`src/rtl/button_gesture_classifier_core_defines.svh`:
```
// Assertion macros for the button gesture classifier RTL.
`ifndef BUTTON_GESTURE_CLASSIFIER_CORE_DEFINES_SVH
`define BUTTON_GESTURE_CLASSIFIER_CORE_DEFINES_SVH

// Same-cycle implication, disabled while reset is high.
`define BGC_ASSERT_NOW(lbl, ante, cons) \
   lbl: assert property (@(posedge clock) disable iff (reset) (ante) |-> (cons)) \
      else $error("bgc check failed: same-cycle implication");

// Next-cycle implication, disabled while reset is high.
`define BGC_ASSERT_NEXT(lbl, ante, cons) \
   lbl: assert property (@(posedge clock) disable iff (reset) (ante) |=> (cons)) \
      else $error("bgc check failed: next-cycle implication");

`endif

```
`src/rtl/bgc_pkg.sv`:
```
// Types, codes and reset values for the button gesture classifier.
package bgc_pkg;

   localparam int CFG_WIDTH       = 16;
   localparam int CFG_INDEX_WIDTH = 3;
   localparam int EDGE_WIDTH      = 2;
   localparam int EVENT_WIDTH     = 3;
   localparam int MODE_WIDTH      = 3;

   typedef logic [CFG_INDEX_WIDTH-1:0] cfg_index_type;
   typedef logic [CFG_WIDTH-1:0]       cfg_word_type;
   typedef logic [EDGE_WIDTH-1:0]      edge_type;
   typedef logic [EVENT_WIDTH-1:0]     event_type;
   typedef logic [MODE_WIDTH-1:0]      mode_code_type;

   localparam cfg_index_type CFG_CLICK_MIN     = 3'd0;
   localparam cfg_index_type CFG_CLICK_MAX     = 3'd1;
   localparam cfg_index_type CFG_LONG_MIN      = 3'd2;
   localparam cfg_index_type CFG_LONG_MAX      = 3'd3;
   localparam cfg_index_type CFG_VERY_LONG_MIN = 3'd4;
   localparam cfg_index_type CFG_VERY_LONG_MAX = 3'd5;
   localparam cfg_index_type CFG_DROP_LIMIT    = 3'd6;
   localparam cfg_index_type CFG_DOUBLE_GAP    = 3'd7;

   localparam cfg_word_type RST_CLICK_MIN     = 16'd20;
   localparam cfg_word_type RST_CLICK_MAX     = 16'd500;
   localparam cfg_word_type RST_LONG_MIN      = 16'd501;
   localparam cfg_word_type RST_LONG_MAX      = 16'd2000;
   localparam cfg_word_type RST_VERY_LONG_MIN = 16'd2001;
   localparam cfg_word_type RST_VERY_LONG_MAX = 16'd5000;
   localparam cfg_word_type RST_DROP_LIMIT    = 16'd5001;
   localparam cfg_word_type RST_DOUBLE_GAP    = 16'd300;

   localparam edge_type EDGE_RISE = 2'd1;
   localparam edge_type EDGE_FALL = 2'd2;

   localparam event_type EV_NONE   = 3'd0;
   localparam event_type EV_CLICK  = 3'd1;
   localparam event_type EV_DOUBLE = 3'd2;
   localparam event_type EV_LONG   = 3'd3;
   localparam event_type EV_VLONG  = 3'd4;

   localparam mode_code_type MODE_CODE_IDLE     = 3'd0;
   localparam mode_code_type MODE_CODE_PRESSED  = 3'd1;
   localparam mode_code_type MODE_CODE_RELEASED = 3'd2;
   localparam mode_code_type MODE_CODE_IDENT    = 3'd3;
   localparam mode_code_type MODE_CODE_CLICK    = 3'd4;
   localparam mode_code_type MODE_CODE_DOUBLE   = 3'd5;
   localparam mode_code_type MODE_CODE_LONG     = 3'd6;
   localparam mode_code_type MODE_CODE_VLONG    = 3'd7;

   typedef enum logic [7:0] {
      ST_IDLE     = 8'b0000_0001,
      ST_PRESSED  = 8'b0000_0010,
      ST_RELEASED = 8'b0000_0100,
      ST_IDENT    = 8'b0000_1000,
      ST_CLICK    = 8'b0001_0000,
      ST_DOUBLE   = 8'b0010_0000,
      ST_LONG     = 8'b0100_0000,
      ST_VLONG    = 8'b1000_0000
   } mode_type;

   typedef struct packed {
      cfg_word_type click_min;
      cfg_word_type click_max;
      cfg_word_type long_min;
      cfg_word_type long_max;
      cfg_word_type very_long_min;
      cfg_word_type very_long_max;
      cfg_word_type drop_limit;
      cfg_word_type double_gap;
   } cfg_type;

   function automatic mode_code_type mode_code(input mode_type mode);
      mode_code_type code;
      case (mode)
         ST_IDLE:     code = MODE_CODE_IDLE;
         ST_PRESSED:  code = MODE_CODE_PRESSED;
         ST_RELEASED: code = MODE_CODE_RELEASED;
         ST_IDENT:    code = MODE_CODE_IDENT;
         ST_CLICK:    code = MODE_CODE_CLICK;
         ST_DOUBLE:   code = MODE_CODE_DOUBLE;
         ST_LONG:     code = MODE_CODE_LONG;
         ST_VLONG:    code = MODE_CODE_VLONG;
         default:     code = MODE_CODE_IDLE;
      endcase
      return code;
   endfunction

endpackage

```
`src/rtl/bgc_csr.sv`:
```
// Configuration register file for the hold and gap windows.
module bgc_csr (
   input  logic                   clock,
   input  logic                   reset,
   input  logic                   csr_valid,
   output logic                   csr_ready,
   input  bgc_pkg::cfg_index_type csr_index,
   input  bgc_pkg::cfg_word_type  csr_wdata,
   output bgc_pkg::cfg_type       cfg
);
   import bgc_pkg::*;

   cfg_type cfg_ff;
   cfg_type cfg_in;

   assign csr_ready = 1'b1;
   assign cfg       = cfg_ff;

   always_comb begin
      cfg_in = cfg_ff;
      if (csr_valid) begin
         case (csr_index)
            CFG_CLICK_MIN:     cfg_in.click_min     = csr_wdata;
            CFG_CLICK_MAX:     cfg_in.click_max     = csr_wdata;
            CFG_LONG_MIN:      cfg_in.long_min      = csr_wdata;
            CFG_LONG_MAX:      cfg_in.long_max      = csr_wdata;
            CFG_VERY_LONG_MIN: cfg_in.very_long_min = csr_wdata;
            CFG_VERY_LONG_MAX: cfg_in.very_long_max = csr_wdata;
            CFG_DROP_LIMIT:    cfg_in.drop_limit    = csr_wdata;
            CFG_DOUBLE_GAP:    cfg_in.double_gap    = csr_wdata;
            default:           cfg_in = cfg_ff;
         endcase
      end
   end

   always_ff @(posedge clock) begin
      if (reset) begin
         cfg_ff.click_min     <= RST_CLICK_MIN;
         cfg_ff.click_max     <= RST_CLICK_MAX;
         cfg_ff.long_min      <= RST_LONG_MIN;
         cfg_ff.long_max      <= RST_LONG_MAX;
         cfg_ff.very_long_min <= RST_VERY_LONG_MIN;
         cfg_ff.very_long_max <= RST_VERY_LONG_MAX;
         cfg_ff.drop_limit    <= RST_DROP_LIMIT;
         cfg_ff.double_gap    <= RST_DOUBLE_GAP;
      end else begin
         cfg_ff <= cfg_in;
      end
   end

endmodule

```
`src/rtl/bgc_fsm.sv`:
```
// Gesture state machine, tick counter, time stamps and result register.
`include "button_gesture_classifier_core_defines.svh"

module bgc_fsm #(
   parameter int TICK_WIDTH = 32
) (
   input  logic                   clock,
   input  logic                   reset,
   input  bgc_pkg::cfg_type       cfg,
   input  logic                   req_valid,
   output logic                   req_ready,
   input  bgc_pkg::edge_type      req_edge_req,
   output logic                   rsp_valid,
   input  logic                   rsp_ready,
   output bgc_pkg::event_type     rsp_event_res,
   output bgc_pkg::mode_code_type rsp_mode_now
);
   import bgc_pkg::*;

   mode_type              mode_ff;
   mode_type              mode_in;
   mode_type              mode_eff;
   logic [TICK_WIDTH-1:0] tick_ff;
   logic [TICK_WIDTH-1:0] tick_in;
   logic [TICK_WIDTH-1:0] press_ff;
   logic [TICK_WIDTH-1:0] press_in;
   logic [TICK_WIDTH-1:0] last_ff;
   logic [TICK_WIDTH-1:0] last_in;
   logic [TICK_WIDTH-1:0] hold;
   logic [TICK_WIDTH-1:0] gap;
   event_type             event_in;
   event_type             event_ff;
   mode_code_type         code_ff;
   logic                  rsp_valid_ff;
   logic                  rsp_valid_in;
   logic                  accept;

   assign req_ready     = !rsp_valid_ff || rsp_ready;
   assign accept        = req_valid && req_ready;
   assign rsp_valid     = rsp_valid_ff;
   assign rsp_event_res = event_ff;
   assign rsp_mode_now  = code_ff;
   assign rsp_valid_in  = accept || (rsp_valid_ff && !rsp_ready);

   assign hold    = tick_ff - press_ff;
   assign gap     = tick_ff - last_ff;
   assign tick_in = tick_ff + TICK_WIDTH'(1);

   always_comb begin
      if (req_edge_req == EDGE_RISE) begin
         mode_eff = ST_PRESSED;
      end else if (req_edge_req == EDGE_FALL) begin
         mode_eff = ST_RELEASED;
      end else begin
         mode_eff = mode_ff;
      end
   end

   always_comb begin
      mode_in  = ST_IDLE;
      press_in = press_ff;
      last_in  = last_ff;
      event_in = EV_NONE;
      case (mode_eff)
         ST_PRESSED: begin
            press_in = tick_ff;
         end
         ST_RELEASED: begin
            if (hold >= TICK_WIDTH'(cfg.click_min) && hold <= TICK_WIDTH'(cfg.click_max)) begin
               mode_in = ST_IDENT;
            end else if (hold >= TICK_WIDTH'(cfg.long_min)
                         && hold <= TICK_WIDTH'(cfg.long_max)) begin
               mode_in = ST_LONG;
            end else if (hold >= TICK_WIDTH'(cfg.very_long_min)
                         && hold <= TICK_WIDTH'(cfg.very_long_max)) begin
               mode_in = ST_VLONG;
            end else if (hold >= TICK_WIDTH'(cfg.drop_limit)) begin
               mode_in = ST_IDLE;
            end else begin
               mode_in = ST_RELEASED;
            end
         end
         ST_IDENT: begin
            if (gap > TICK_WIDTH'(cfg.double_gap)) begin
               last_in = tick_ff;
               mode_in = ST_CLICK;
            end else begin
               mode_in = ST_DOUBLE;
            end
         end
         ST_CLICK:  event_in = EV_CLICK;
         ST_DOUBLE: event_in = EV_DOUBLE;
         ST_LONG:   event_in = EV_LONG;
         ST_VLONG:  event_in = EV_VLONG;
         default:   mode_in = ST_IDLE;
      endcase
   end

   always_ff @(posedge clock) begin
      if (reset) begin
         mode_ff      <= ST_IDLE;
         tick_ff      <= '0;
         press_ff     <= '0;
         last_ff      <= '0;
         rsp_valid_ff <= 1'b0;
      end else begin
         rsp_valid_ff <= rsp_valid_in;
         if (accept) begin
            mode_ff  <= mode_in;
            tick_ff  <= tick_in;
            press_ff <= press_in;
            last_ff  <= last_in;
         end
      end
   end

   always_ff @(posedge clock) begin
      if (accept) begin
         event_ff <= event_in;
         code_ff  <= mode_code(mode_in);
      end
   end

   `BGC_ASSERT_NOW(a_event_ends_idle, rsp_valid_ff && event_ff != EV_NONE, code_ff == MODE_CODE_IDLE)
   `BGC_ASSERT_NOW(a_ready_when_empty, !rsp_valid_ff, req_ready)
   `BGC_ASSERT_NEXT(a_tick_advances, accept, tick_ff == $past(tick_ff) + TICK_WIDTH'(1))
   `BGC_ASSERT_NEXT(a_press_stamps, accept && req_edge_req == EDGE_RISE, press_ff == $past(tick_ff) && mode_ff == ST_IDLE)

endmodule

```
`src/rtl/button_gesture_classifier_core.sv`:
```
// Top level of the button gesture classifier: register file and state machine.
//
// Takes one tick beat per clock on the req_ channel unless rsp_ stalls, and returns one result
// beat per tick on the rsp_ channel: an event code (click, double click, long press, long-long
// press) and the machine mode after that tick's transition. The state machine does
// its single transition between its state registers and the result register, and the result
// shows on rsp_ the cycle after the tick is taken. req_ready is high whenever the result
// register is empty or being taken in the same cycle, so a new tick is accepted every clock
// while the consumer keeps up. Hold and gap times are tick differences modulo 2^TICK_WIDTH,
// compared against the eight 16-bit window registers written through the csr_ port.
module button_gesture_classifier_core #(
   parameter int TICK_WIDTH = 32
) (
   input  logic                   clock,
   input  logic                   reset,
   input  logic                   csr_valid,
   output logic                   csr_ready,
   input  bgc_pkg::cfg_index_type csr_index,
   input  bgc_pkg::cfg_word_type  csr_wdata,
   input  logic                   req_valid,
   output logic                   req_ready,
   input  bgc_pkg::edge_type      req_edge_req,
   output logic                   rsp_valid,
   input  logic                   rsp_ready,
   output bgc_pkg::event_type     rsp_event_res,
   output bgc_pkg::mode_code_type rsp_mode_now
);
   import bgc_pkg::*;

   cfg_type cfg;

   bgc_csr u_csr (
      .clock     (clock),
      .reset     (reset),
      .csr_valid (csr_valid),
      .csr_ready (csr_ready),
      .csr_index (csr_index),
      .csr_wdata (csr_wdata),
      .cfg       (cfg)
   );

   bgc_fsm #(
      .TICK_WIDTH (TICK_WIDTH)
   ) u_fsm (
      .clock         (clock),
      .reset         (reset),
      .cfg           (cfg),
      .req_valid     (req_valid),
      .req_ready     (req_ready),
      .req_edge_req  (req_edge_req),
      .rsp_valid     (rsp_valid),
      .rsp_ready     (rsp_ready),
      .rsp_event_res (rsp_event_res),
      .rsp_mode_now  (rsp_mode_now)
   );

endmodule

```
`config.mk`:
```
export PLATFORM = sky130hd
export DESIGN_NAME = button_gesture_classifier_core
export DESIGN_NICKNAME = d
export VERILOG_FILES = /design/src/rtl/bgc_pkg.sv /design/src/rtl/bgc_csr.sv /design/src/rtl/bgc_fsm.sv /design/src/rtl/button_gesture_classifier_core.sv
export VERILOG_INCLUDE_DIRS = /design/src /design/src/rtl
export SDC_FILE = /design/constraint.sdc
export NUM_CORES = 1
export LEC_CHECK = 0
export ABC_AREA = 0
export ABC_CLOCK_PERIOD_IN_PS = 13800
export BUFFER_PORTS_ARGS = -buffer_cell sky130_fd_sc_hd__buf_2
export CAP_MARGIN = 20
export CORE_MARGIN = 2
export CORE_UTILIZATION = 60
export CTS_CLUSTER_SIZE = 16
export DETAILED_ROUTE_END_ITERATION = 8
export PLACE_DENSITY = 0.78
export SKIP_LAST_GASP = 1
export SLEW_MARGIN = 20
export SYNTH_ARGS = -nofsm -noshare
export SYNTH_HDL_FRONTEND = slang
export SYNTH_SLANG_ARGS = --single-unit
```
`constraint.sdc`:
```
create_clock -name clock -period 13.8 [get_ports clock]
set_input_delay 1.38 -clock clock [delete_from_list [all_inputs] [get_ports clock]]
set_output_delay 1.38 -clock clock [all_outputs]
set_load 0.05 [all_outputs]
```
; ---- After elaboration in Yosys (flattened, before gate mapping)
; Cells that the tools add are included.
[word_totals]
word_cells = 79
regBits = 239
[classes]
eq_ne = 23
addsub = 3
order_cmp = 8
n_mux = 10
n_reduce_logical = 20
[op_table]
columns = op, n
row1 = 32-bit by 16-bit greater-or-equal comparator with 1-bit output, 4
row2 = 32-bit by 16-bit <= comparator with 1-bit output, 3
row3 = 32-bit subtractor, 2
row4 = 8-bit two-way mux, 5
row5 = "32-bit by 1-bit adder with 32-bit output, second input constant", 1
row6 = 32-bit by 16-bit > comparator with 1-bit output, 1
row7 = 3-bit case mux with 7 select lines, 1
row8 = 2-bit AND reduction, 9
row9 = "8-bit by 2-bit equality test with 1-bit output, second input constant", 2
row10 = "8-bit by 3-bit equality test with 1-bit output, second input constant", 2
row11 = "8-bit by 4-bit equality test with 1-bit output, second input constant", 2
row12 = "8-bit by 5-bit equality test with 1-bit output, second input constant", 2
row13 = "8-bit by 6-bit equality test with 1-bit output, second input constant", 2
row14 = "8-bit by 7-bit equality test with 1-bit output, second input constant", 2
row15 = "8-bit equality test, second input constant", 2
row16 = 8-bit case mux with 2 select lines, 1
row17 = "3-bit equality test, second input constant", 4
row18 = 3-bit case mux with 4 select lines, 1
row19 = "3-bit by 2-bit equality test with 1-bit output, second input constant", 2
row20 = 6-bit two-way mux, 1
row21 = 1-bit logical AND, 5
row22 = "3-bit by 1-bit equality test with 1-bit output, second input constant", 1
row23 = 3-bit logical NOT, 1
row24 = 3-bit two-way mux, 1
row25 = 5 further kinds, 7

; ---- Depth between registers and ports, before layout
; Gate-level depths: netlist of the first run.
[depth]
depth_word = 9
depth_mapped = 23

; ---- By module
; From an unflattened synthesis of the first run, not the netlist that was laid out.
[unflattened]
cells_unflattened = 2049
hier_area_um2 = 16708.5
[modules_own_cells]
columns = mod, area_per_inst_um2, instances, cells_each, seq_area_each_um2
row1 = bgc_fsm, 11676.2, 1, 1583, 2262.2
row2 = bgc_csr, 5032.3, 1, 466, 2562.5

; ---- Worst setup path after synthesis of the first run
; OpenSTA, ideal clock, no wires.
[synth_timing]
path_kind = register -> register
start = reg u_fsm.tick_ff[0]
end = reg u_fsm.mode_ff[4]
stages_incl_launch_ff = 24
path_buffers = 2
t_arrival_ps = 4211
setup_time_ps = 128
path_slack_ps = 9461
cell_sequence = dfxtp_1 -> inv_1 -> ha_1 -> inv_1 -> fa_1 -> a21o_1 -> nand4_1 -> a21oi_1 -> o211ai_1 -> nand2_1 -> xor2_1 -> ha_1 -> a21o_1 -> a21o_1 -> a21oi_1 -> o21ai_0 -> a221o_1 -> nor4_1 -> nand4_1 -> or4_1 -> clkbuf_1 -> buf_2 -> a22oi_1 -> nor2_1
[synth_between]
elab_chain_len = 6
word_cells_on_any_way = 13
cone_classes = add/sub (2) / order compare (5) / mux (4) / reduce/logical (2)
[synth_rtl]
columns = element, line_no
row1 = start: declaration, bgc_fsm.sv:23  ; logic [TICK_WIDTH-1:0] tick_ff;
row2 = start signal: assignment, bgc_fsm.sv:110  ; tick_ff <= tick_in;
row3 = 32-bit subtractor, bgc_fsm.sv:45  ; assign hold = tick_ff - press_ff;
row4 = 32-bit by 16-bit greater-or-equal comparator with 1-bit output / 32-bit by 16-bit <= comparator with 1-bit output (equally long branches), "bgc_fsm.sv:71, bgc_fsm.sv:72"
row5 = 1-bit logical AND, bgc_fsm.sv:72  ; && hold <= TICK_WIDTH'(cfg.long_max)) begin
row6 = 8-bit two-way mux, bgc_fsm.sv:71  ; end else if (hold >= TICK_WIDTH'(cfg.long_min)
row7 = 8-bit two-way mux, bgc_fsm.sv:69  ; if (hold >= TICK_WIDTH'(cfg.click_min) && hold <= TICK_WIDTH'(cfg.click_max)) begin
row8 = 8-bit case mux with 2 select lines (*), bgc_fsm.sv:64  ; case (mode_eff)
row9 = end signal: assignment, bgc_fsm.sv:109  ; mode_ff <= mode_in;
row10 = end: declaration, bgc_fsm.sv:20  ; mode_type mode_ff;
; Mark *: on every way between the ends. The rest lies on a longest branch, timed or not.
; A chain may end at the register's enable or synchronous reset.

; ---- Final worst setup path of the first run
[layout_timing]
start = reg u_fsm.tick_ff[0]
end = reg u_fsm.last_ff[24]
[layout_between]
elab_chain_len = 3
[layout_rtl]
columns = element, line_no
row1 = 32-bit subtractor, bgc_fsm.sv:46  ; assign gap = tick_ff - last_ff;
row2 = 32-bit by 16-bit > comparator with 1-bit output, bgc_fsm.sv:84  ; if (gap > TICK_WIDTH'(cfg.double_gap)) begin
row3 = 3-bit AND reduction (no source line), n/a
row4 = end signal: assignment, bgc_fsm.sv:112  ; last_ff <= last_in;
row5 = end: declaration, bgc_fsm.sv:27  ; logic [TICK_WIDTH-1:0] last_ff;
; No other way between the ends.

==> results.json, run 1 <==
{
  "whs_ns": 0.452,
  "die_w_um": 169,
  "maxCapViolations": 0,
  "diodes": 0,
  "clk_latency_ns": 0.54,
  "syn_nets": 2396,
  "rows": 60,
  "cp-start-kind": "flip-flop",
  "synth_cell_type_count": 86,
  "power_density_nw_per_um2": 96.7,
  "hold_violations": 0,
  "dr.pass1.iters": 5,
  "post-route-period-util": 0.376,
  "antenna_found_initial": 0,
  "power.share.clock": 0.411,
  "hold_class": "reg -> reg",
  "crit_type": "reg -> reg",
  "cts_buffers": 27,
  "globalplace.congestion": 0.937,
  "drive_gt1_frac": 0.0569,
  "ys_seq_area_frac": 0.294,
  "setup-tns-final_ns": 0,
  "synth_edf_count": 6,
  "seq_power_share": 0.418,
  "power.total_mw": 1.69,
  "rr_worst_depth": 21,
  "tritoncts": "done",
  "syn_area_per_cell_um2": 7.53,
  "synthArstFlopShare": 0,
  "ios": 35,
  "whs_path_depth": 2,
  "layout_min_cycle_time_ns": 5.20,
  "grt_overflow_total": 0,
  "clk_pin_slew_ns": 0.06,
  "post_cts_buffers": 0,
  "p_sw_mw": 0.478,
  "cts_hold_buffers": 0,
  "floorplan.initialDensity": 0.610,
  "grt_max_degree": 121,
  "track_usage": 0.307,
  "area_growth_pct": 6.96,
  "finClkSkew_ns": 0.00831,
  "htreeDepth": 1,
  "n_fill_cell": 2341,
  "first_global_vias": 14000,
  "cts_resized": 0,
  "rsz0062_at_grt": "no",
  "drc": 0,
  "dpl.cell_count": 2453,
  "final_util": 0.652,
  "drt_iter0_markers": 1315,
  "cts.path.max_buffers": 3,
  "dp_hpwl_um": 32600,
  "root_buffer": "clkbuf_16",
  "port_buffers": 33,
  "setup_viol": 0,
  "synth_cells": 2177,
  "tightest_slew_ns": 1.15,
  "routedWlPerCell_um": 17.9,
  "netlist_area_um2": 16400,
  "peakVddDrop_v": 0.0000918,
  "die_h_um": 169,
  "nets": 2361,
  "ant_nets": 0,
  "slew_viol_final": 0,
  "p_leak_nw": 7.55,
  "crit_arrival_ns": 5.58,
  "internal_power_mw": 1.22,
  "vias": 15200,
  "outcome": "complete, no violations",
  "required_ns": 14.18,
  "max_freq_mhz": 192,
  "clock_sinks": 238,
  "switching_share": 0.282,
  "grt_pass1_wl_um": 71900,
  "die_area_um2": 28700,
  "vias_per_cell": 6.08,
  "worst_slew_margin_rel": 0.229,
  "path_max_fanout": 33,
  "synthFlopType": "dfxtp_1",
  "final_cells": 2502,
  "synth-seq-cells": 238,
  "ys_warn_count": 0,
  "p_comb_frac": 0.171,
  "drt-total-wl_um": 44800,
  "critPathCaptureType": "flip-flop",
  "coreArea_um2": 26900
}
-- state kept, by name, summed over array words and instances, names as in the netlist --
| name | flops |
|---|---|
| u_fsm.rsp_mode_now | 3 |
| u_fsm.tick_ff | 32 |
| u_csr.cfg | 128 |
| u_fsm.mode_ff | 7 |
| u_fsm.rsp_valid | 1 |
| u_fsm.press_ff | 32 |
| u_fsm.rsp_event_res | 3 |
| u_fsm.last_ff | 32 |
-- worst max-delay path: stages (launching register included) --
cell      delay, ns
dfxtp_1        0.43
inv_1          0.10
ha_1           0.20
inv_1          0.07
fa_1           0.20
a21o_1         0.14
nand4_1        0.15
a21oi_1        0.43
o211ai_1       0.18
nand2_1        0.12
xor2_1         0.07
ha_1           0.19
a21o_1         0.17
a21o_1         0.17
a21oi_1        0.12
o21ai_0        0.11
a221o_1        0.36
nor4_1         0.24
nand4_1        0.20
or4_2          1.08
nand3_1        0.22
a21oi_1        0.09
-- synth_stat cells, drive strengths merged (4+ instances only) --
cell	count	area share
a2111oi	6	0.0047
a211o	34	0.018
a211oi	19	0.0090
a21o	49	0.022
a21oi	249	0.076
a22oi	5	0.0023
a311oi	4	0.0021
a31oi	8	0.0031
and2	12	0.0047
and3	16	0.0062
and4	9	0.0050
buf	18	0.0056
clkbuf	94	0.023
dfxtp	232	0.28
edfxtp	6	0.011
ha	191	0.15
inv	205	0.047
mux2i	4	0.0024
nand2	352	0.081
nand2b	16	0.0061
nand3	75	0.023
nand3b	18	0.0082
nand4	41	0.016
nor2	140	0.032
nor2b	24	0.0092
nor3	20	0.0061
nor3b	5	0.0023
nor4	18	0.0076
o2111ai	7	0.0037
o211ai	11	0.0050
o21a	25	0.011
o21ai	103	0.032
o21bai	10	0.0046
o22ai	7	0.0027
o31ai	7	0.0032
or2	4	0.0015
or3	10	0.0041
or4	6	0.0030
xnor2	32	0.017
xor2	33	0.018
-- power groups by stage --
stage | clock, mW | combinational, mW | sequential, mW
floorplan | 0 | 0.199 | 0.727
global placement | 0 | 0.272 | 0.723
detailed placement | 0 | 0.281 | 0.724
CTS | 0.702 | 0.284 | 0.709
global route | 0.729 | 0.317 | 0.710
finish | 0.697 | 0.289 | 0.709
-- cell usage in the layout (no fill, tap or decap), types with 9 or more instances in the layout --
cell type	netlist	routed
a211o_1	34	34
a211oi_1	18	18
a21o_1	49	49
a21oi_1	247	247
and2_1	11	10
and3_1	15	15
buf_2	11	32
buf_4	3	14
clkbuf_16	0	28
dfxtp_1	232	232
ha_1	191	191
inv_1	205	205
nand2_1	351	350
nand2b_1	16	16
nand3_1	75	75
nand3b_1	18	18
nand4_1	41	41
nor2_1	140	140
nor2b_1	24	24
nor3_1	20	18
nor4_1	16	16
o211ai_1	11	11
o21a_1	25	25
o21ai_0	99	99
o21bai_1	10	10
or3_1	9	9
xnor2_1	32	32
xor2_1	33	33
-- metrics by stage --
step / worst slack [ns] / cell area [um^2]
6_report: 8.60 / 17500
5_1_grt: 8.16 / 17500
4_1_cts: 8.52 / 17500
3_5_place_dp: 8.55 / 16600
3_3_place_gp: 8.62 / 16600
2_1_floorplan: 9.46 / 16400
-- per-layer routing --
layer | vias up | part of all wire | track usage
met5 | - | 0 | 0
met4 | 0 | 0.022 | 0.0713
met3 | 75 | 0.076 | 0.0497
met2 | 483 | 0.45 | 0.503
met1 | 7138 | 0.45 | 0.425
li1 | 7508 | - | -
-- logic make-up (layout without fill, tap and decap cells) --
kind of cell             Yosys count  after routing  share of synthesized area
XOR/XNOR                          65             65                     0.0347
buffers and inverters            317            301                     0.0755
AO/OA/AOI/OAI                    580            580                      0.222
adder cells (fa/ha/maj)          193            193                      0.148
multiplexers                       6              6                    0.00382
flip-flops                       238            238                      0.294
other                              1              1                   0.000229
AND/OR/NAND/NOR                  777            777                      0.221
-- worst paths after layout --
check                startpoint  slack, ns            endpoint
max            u_fsm.tick_ff[0]       8.60   u_fsm.last_ff[24]
min          u_fsm.press_ff[13]       0.45  u_fsm.press_ff[13]
max reg2reg    u_fsm.tick_ff[0]       8.60   u_fsm.last_ff[24]
min reg2reg  u_fsm.press_ff[13]       0.45  u_fsm.press_ff[13]
-- final cells by class --
| cell class | count | area [um^2] | area share |
|---|---|---|---|
| multi-input combinational | 1622 | 10400 | 0.591 |
| sequential | 238 | 4820 | 0.275 |
| clock buffer | 44 | 841 | 0.0480 |
| inverter | 205 | 769 | 0.0439 |
| tap | 341 | 427 | 0.0243 |
| timing repair buffer | 48 | 288 | 0.0164 |
| clock inverter | 4 | 23.8 | 0.00136 |
No activity file was read; power rests on OpenSTA's default activity.
==> run 2, diff against run 1 <==
--- a/config.mk
+++ b/config.mk
@@ -7,14 +7,14 @@
 export NUM_CORES = 1
 export LEC_CHECK = 0
 export ABC_AREA = 0
-export ABC_CLOCK_PERIOD_IN_PS = 13800
+export ABC_CLOCK_PERIOD_IN_PS = 4500
 export BUFFER_PORTS_ARGS = -buffer_cell sky130_fd_sc_hd__buf_2
 export CAP_MARGIN = 20
 export CORE_MARGIN = 2
-export CORE_UTILIZATION = 60
+export CORE_UTILIZATION = 58
 export CTS_CLUSTER_SIZE = 16
 export DETAILED_ROUTE_END_ITERATION = 8
-export PLACE_DENSITY = 0.78
+export PLACE_DENSITY = 0.79
 export SKIP_LAST_GASP = 1
 export SLEW_MARGIN = 20
 export SYNTH_ARGS = -nofsm -noshare
==> constraint.sdc (replaced) <==
create_clock -name clock -period 4.5 [get_ports clock]
set_input_delay 0.45 -clock clock [delete_from_list [all_inputs] [get_ports clock]]
set_output_delay 0.45 -clock clock [all_outputs]
set_load 0.05 [all_outputs]
==> run 2 against run 1 <==
The run now ends with setup timing left. Worst setup slack lost 8.6 ns. Wire length is 6.3% higher. Clock skew increased by 0.0081 ns. Clock power increased to 3.7 times the previous value. Die area up 3.4%. Final cell count rose by 4.7%. Register-to-register slack worse by 8.6 ns.
==> results.json, run 2 (same netlist as run 1, synthesis figures left out) <==
{
  "p_sw_mw": 1.62,
  "drc": 0,
  "p_comb_frac": 0.196,
  "cp-start-kind": "flip-flop",
  "rsz0062_at_grt": "yes",
  "n_fill_cell": 2244,
  "setup_viol": 1,
  "hold_class": "in -> reg",
  "layout_commonest_cell": "nand2_1",
  "crit_arrival_ns": 4.99,
  "worst_slew_margin_rel": 0.123,
  "rows": 61,
  "die_h_um": 172,
  "post-route-period-util": 1.01,
  "die_area_um2": 29600,
  "tightest_slew_ns": 1.31,
  "path_max_fanout": 9,
  "seq_area_um2": 4830,
  "routedWlPerCell_um": 18.2,
  "most-common-layout-cells": "nand2_1 (350), a21oi_1 (238), dfxtp_1 (229)",
  "layout_min_cycle_time_ns": 4.54,
  "coreArea_um2": 27800,
  "power_density_nw_per_um2": 314,
  "area_growth_pct": 14.1,
  "ant_nets": 0,
  "antenna_found_initial": 0,
  "place_area_um2": 17200,
  "dr.pass1.iters": 7,
  "cpPeakStageDelay_ns": 0.39,
  "slew_viol_final": 0,
  "setup-tns-final_ns": -0.0414,
  "violations": "setup timing",
  "globalplace.congestion": 0.952,
  "design_area_um2": 18700,
  "grt_overflow_total": 0,
  "cts.path.max_buffers": 3,
  "power.share.clock": 0.435,
  "final_util": 0.673,
  "seq_power_share": 0.369,
  "tritoncts": "done",
  "dpl.cell_count": 2557,
  "clk_pin_slew_ns": 0.06,
  "hold_violations": 0,
  "multiInputGateArea_um2": 10600,
  "die_w_um": 172,
  "final_cells": 2619,
  "clock_sinks": 238,
  "whs_ns": 0.181,
  "diodes": 0,
  "clk_latency_ns": 0.54,
  "maxCapViolations": 0,
  "largest_reg_flops": 128,
  "cp_slowest_cell": "fa_2",
  "grt_pass1_wl_um": 74100,
  "crit_type": "reg -> reg",
  "cts_buffers": 27,
  "drive_gt1_frac": 0.116,
  "root_buffer": "clkbuf_16",
  "peakVddDrop_v": 0.000236,
  "fin_ws_ns": -0.0414,
  "p_leak_nw": 8.13,
  "port_buffers": 33,
  "path_common_cell": "a21o_1",
  "first_global_vias": 14500,
  "drt_iter0_markers": 1465,
  "vias_per_cell": 6.03,
  "grt_max_degree": 138,
  "finClkSkew_ns": 0.0164,
  "internal_power_mw": 4.26,
  "outcome": "complete, but fails checks",
  "dp_hpwl_um": 33400,
  "switching_share": 0.276,
  "critPathCaptureType": "flip-flop",
  "track_usage": 0.310,
  "htreeDepth": 1,
  "floorplan.initialDensity": 0.590,
  "drt-total-wl_um": 47600,
  "vias": 15800,
  "required_ns": 4.95,
  "ios": 35,
  "max_freq_mhz": 220,
  "path_cells": "inv_2 > ha_4 > inv_2 > fa_2 > a21o_1 > nand4_1 > nand2_1 > a21o_1 > a21oi_2 > xnor2_1 > ha_1 > a21o_1 > a21o_1 > a21oi_1 > o21ai_1 > a221o_1 > nor4_2 > nand4_1 > buf_4 > nor4_4 > buf_4 > buf_12 > o21ai_0 > a21oi_1",
  "nets": 2441
}
-- run 2: what timing repair did --
item | CTS | global route
cloned | 1 | 4
gates resized for setup | 10 | 70
pin swaps | 3 | 64
endpoints found under the setup margin | 5 | 39
setup buffers | 0 | 9
hold buffers | 0 | 0
-- run 2: worst max-delay path, delay by kind of cell (launching register included) --
kind                     cells  cell delay (ns)
AO/OA/AOI/OAI               10             1.76
AND/OR/NAND/NOR              5             0.92
adder cells (fa/ha/maj)      3             0.72
buffers and inverters        5             0.63
flip-flops                   1             0.32
XOR/XNOR                     1             0.08
-- run 2: power groups by stage --
stage	clock network [mW]	registers [mW]	logic (mW)
2_1_floorplan	0	2.23	0.611
3_3_place_gp	0	2.21	0.896
3_5_place_dp	0	2.22	0.921
4_1_cts	2.56	2.17	0.982
5_1_grt	2.65	2.17	1.23
6_report	2.56	2.17	1.15
-- run 2: metal layers --
layer | up-vias | track usage | wire [um]
li1 | 7659 | - | -
met1 | 7412 | 0.432 | 21300
met2 | 621 | 0.502 | 21300
met3 | 109 | 0.0403 | 3520
met4 | 0 | 0.0891 | 1480
met5 | - | 0 | 0
-- run 2: area by class of cell --
| class | instances | area share |
|---|---|---|
| well taps | 378 | 0.0253 |
| flip-flops and latches | 238 | 0.258 |
| clock buffers | 33 | 0.0400 |
| clock inverters | 15 | 0.0154 |
| multi-input cells | 1622 | 0.567 |
| inverters | 205 | 0.0411 |
| repair buffers | 128 | 0.0532 |
-- run 2: path summary, 6_finish.rpt --
path | start | to | slack [ns] | cells after the start
max | u_fsm.tick_ff[0] | u_fsm.last_ff[7] | -0.04 | 24
min | req_valid | u_fsm.rsp_valid | 0.18 | 3
max reg2reg | u_fsm.tick_ff[0] | u_fsm.last_ff[7] | -0.04 | 24
min reg2reg | u_fsm.press_ff[5] | u_fsm.press_ff[5] | 0.45 | 2
-- run 2: metrics by stage --
stage               power, mW  setup WS (ns)
finish                   5.88        -0.0414
global route             6.06         -0.260
CTS                      5.72       -0.00863
detailed placement       3.14        -0.0199
global placement         3.11         0.0583
floorplan                2.84          0.161
==> run 3, diff against run 2 <==
--- a/config.mk
+++ b/config.mk
@@ -10,11 +10,13 @@
 export ABC_CLOCK_PERIOD_IN_PS = 4500
 export BUFFER_PORTS_ARGS = -buffer_cell sky130_fd_sc_hd__buf_2
 export CAP_MARGIN = 20
+export CELL_PAD_IN_SITES_DETAIL_PLACEMENT = 1
+export CELL_PAD_IN_SITES_GLOBAL_PLACEMENT = 1
 export CORE_MARGIN = 2
-export CORE_UTILIZATION = 58
+export CORE_UTILIZATION = 43
 export CTS_CLUSTER_SIZE = 16
 export DETAILED_ROUTE_END_ITERATION = 8
-export PLACE_DENSITY = 0.79
+export PLACE_DENSITY = 0.78
 export SKIP_LAST_GASP = 1
 export SLEW_MARGIN = 20
 export SYNTH_ARGS = -nofsm -noshare
==> run 3 against run 2 <==
The run still ends with setup timing left. Die area rose by 34%. Non-clock buffer count up 32. Sequential share of layout area shrank 0.73 points. First-iteration DRC count fell by 44%. Combinational power grew 10%. Via count is 2.2% higher. Critical path depth is 1 lower. Sequential cell count stayed put. Worst setup slack lost 0.054 ns. Register-to-register slack worse by 0.05 ns. Hold slack got worse by 0.041 ns. Core utilization fell by 16 points. Largest cell class unchanged.
==> results.json, run 3 (same netlist as run 1, synthesis figures left out) <==
{
  "slew_viol_final": 0,
  "max_freq_mhz": 218,
  "routedWlPerCell_um": 20.4,
  "cts_buffers": 30,
  "grt_pass1_wl_um": 89700,
  "drt_iter0_markers": 818,
  "path_max_fanout": 8,
  "area_growth_pct": 17.5,
  "peakVddDrop_v": 0.000254,
  "path_common_cell": "buf_4",
  "cp-start-kind": "flip-flop",
  "largest_reg_flops": 128,
  "required_ns": 5.00,
  "switching_share": 0.286,
  "power_density_nw_per_um2": 315,
  "critPathCaptureType": "flip-flop",
  "drive_gt1_frac": 0.132,
  "grt_overflow_total": 0,
  "post-route-period-util": 1.02,
  "n_fill_cell": 4635,
  "dp_hpwl_um": 40000,
  "p_leak_nw": 8.33,
  "rows": 71,
  "fin_ws_ns": -0.0949,
  "cp_slowest_cell": "dfxtp_1",
  "tightest_slew_ns": 1.24,
  "seq_power_share": 0.358,
  "layout_commonest_cell": "nand2_1",
  "dr.pass1.iters": 5,
  "p_sw_mw": 1.74,
  "tritoncts": "done",
  "drt-total-wl_um": 57000,
  "cp_top_family": "compound AO/OA/AOI/OAI gates",
  "drc": 0,
  "root_buffer": "clkbuf_16",
  "crit_type": "reg -> reg",
  "track_usage": 0.283,
  "internal_power_mw": 4.33,
  "p_comb_frac": 0.209,
  "power.total_mw": 6.07,
  "coreArea_um2": 37600,
  "clk_latency_ns": 0.57,
  "port_buffers": 33,
  "die_h_um": 199,
  "floorplan.initialDensity": 0.436,
  "setup_viol": 35,
  "rsz0062_at_grt": "yes",
  "first_global_vias": 16700,
  "die_area_um2": 39700,
  "whs_ns": 0.140,
  "outcome": "complete, but fails checks",
  "antenna_found_initial": 0,
  "worst_slew_margin_rel": 0.172,
  "vias_per_cell": 5.78,
  "hold_violations": 0,
  "finClkSkew_ns": 0.0142,
  "ios": 35,
  "globalplace.congestion": 0.907,
  "die_w_um": 199,
  "layout_min_cycle_time_ns": 4.59,
  "setup-tns-final_ns": -2.15,
  "cts_hold_buffers": 0,
  "most-common-layout-cells": "nand2_1 (350), a21oi_1 (238), dfxtp_1 (229)",
  "worst-path-buf-inv": 7,
  "maxCapViolations": 0,
  "violations": "setup timing",
  "vias": 16100,
  "grt_max_degree": 111,
  "nets": 2476,
  "path_cells": "inv_1 > ha_1 > o21ai_1 > buf_4 > a211oi_4 > buf_4 > o21ba_2 > nor2_4 > o21ai_2 > xor2_1 > ha_1 > buf_4 > a21oi_2 > o21ai_1 > a221o_1 > nor4_2 > nand4_1 > buf_4 > nor4_4 > buf_6 > buf_16 > o21ai_0 > a21oi_1",
  "diodes": 0,
  "clk_pin_slew_ns": 0.06,
  "power.share.clock": 0.433,
  "htreeDepth": 1,
  "clock_sinks": 238,
  "ant_nets": 0,
  "r2r_slack_ns": -0.09,
  "hold_class": "in -> reg",
  "cts.path.max_buffers": 3,
  "cpPeakStageDelay_ns": 0.36,
  "crit_arrival_ns": 5.09
}
[run 3: cell types whose count changed in the layout (fill, tap and decap cells not counted), moves of 3 or more]
cell / previous run / this run
buf_16: 0 / 3
buf_4: 86 / 117
clkbuf_1: 1 / 7
clkbuf_8: 5 / 2
ha_1: 188 / 185
o21ai_0: 78 / 64
o21ai_1: 13 / 32
o21ai_2: 11 / 7
xnor2_1: 30 / 27
[run 3: path summary, 6_finish.rpt]
path / from / cells past startpoint / end
worst max-delay path: u_fsm.last_ff[3] / 23 / u_fsm.last_ff[6]
worst min register to register: u_fsm.press_ff[12] / 2 / u_fsm.press_ff[12]
worst min-delay path: req_valid / 3 / u_fsm.rsp_valid
worst max register to register: u_fsm.last_ff[3] / 23 / u_fsm.last_ff[6]
[run 3: cell type report]
| cell class | instances | area, um^2 | share of cell area |
|---|---|---|---|
| timing repair buffer | 160 | 1260 | 0.0654 |
| clock inverter | 15 | 235 | 0.0122 |
| sequential | 238 | 4830 | 0.251 |
| inverter | 205 | 769 | 0.0400 |
| multi-input combinational | 1622 | 10700 | 0.555 |
| clock buffer | 40 | 830 | 0.0431 |
| tap | 511 | 639 | 0.0332 |
[run 3: metrics by stage]
stage | std cells | instance area, um^2 | setup slack (ns) | utilization
2_1_floorplan | 2177 | 16400 | 0.161 | -
3_3_place_gp | 2704 | 17500 | -0.0506 | 0.466
3_5_place_dp | 2704 | 17500 | -0.227 | 0.466
4_1_cts | 2779 | 18900 | 0.00450 | 0.503
5_1_grt | 2791 | 19300 | -0.380 | 0.513
6_report | 2791 | 19300 | -0.0949 | 0.513
[run 3: layer usage]
| metal | up-vias | wire (um) | GRT usage |
|---|---|---|---|
| li1 | 7727 | - | - |
| met1 | 7998 | 26400 | 0.378 |
| met2 | 318 | 27400 | 0.492 |
| met3 | 101 | 1810 | 0.0236 |
| met4 | 0 | 1440 | 0.0672 |
| met5 | - | 0 | 0 |
[run 3: what timing repair did]
item                       in CTS  in global routing
pin swaps                      22                 66
setup endpoints to repair      40                 40
buffers inserted               16                 13
resized for setup              31                 86
cloned                          4                  1
[run 3: power by group through the flow]
stage                     Clock (mW)  Combinational, mW  Sequential (mW)
final                           2.63               1.27             2.17
after global routing            2.74               1.36             2.17
after CTS                       2.66               1.16             2.17
after detailed placement           0              0.970             2.22
after global placement             0              0.931             2.22
after floorplan                    0              0.611             2.23
[run 3: tightest hold or removal path: stages]
cell and delay [ns]:
buf_2 0.11, inv_1 0.05, a21oi_1 0.05
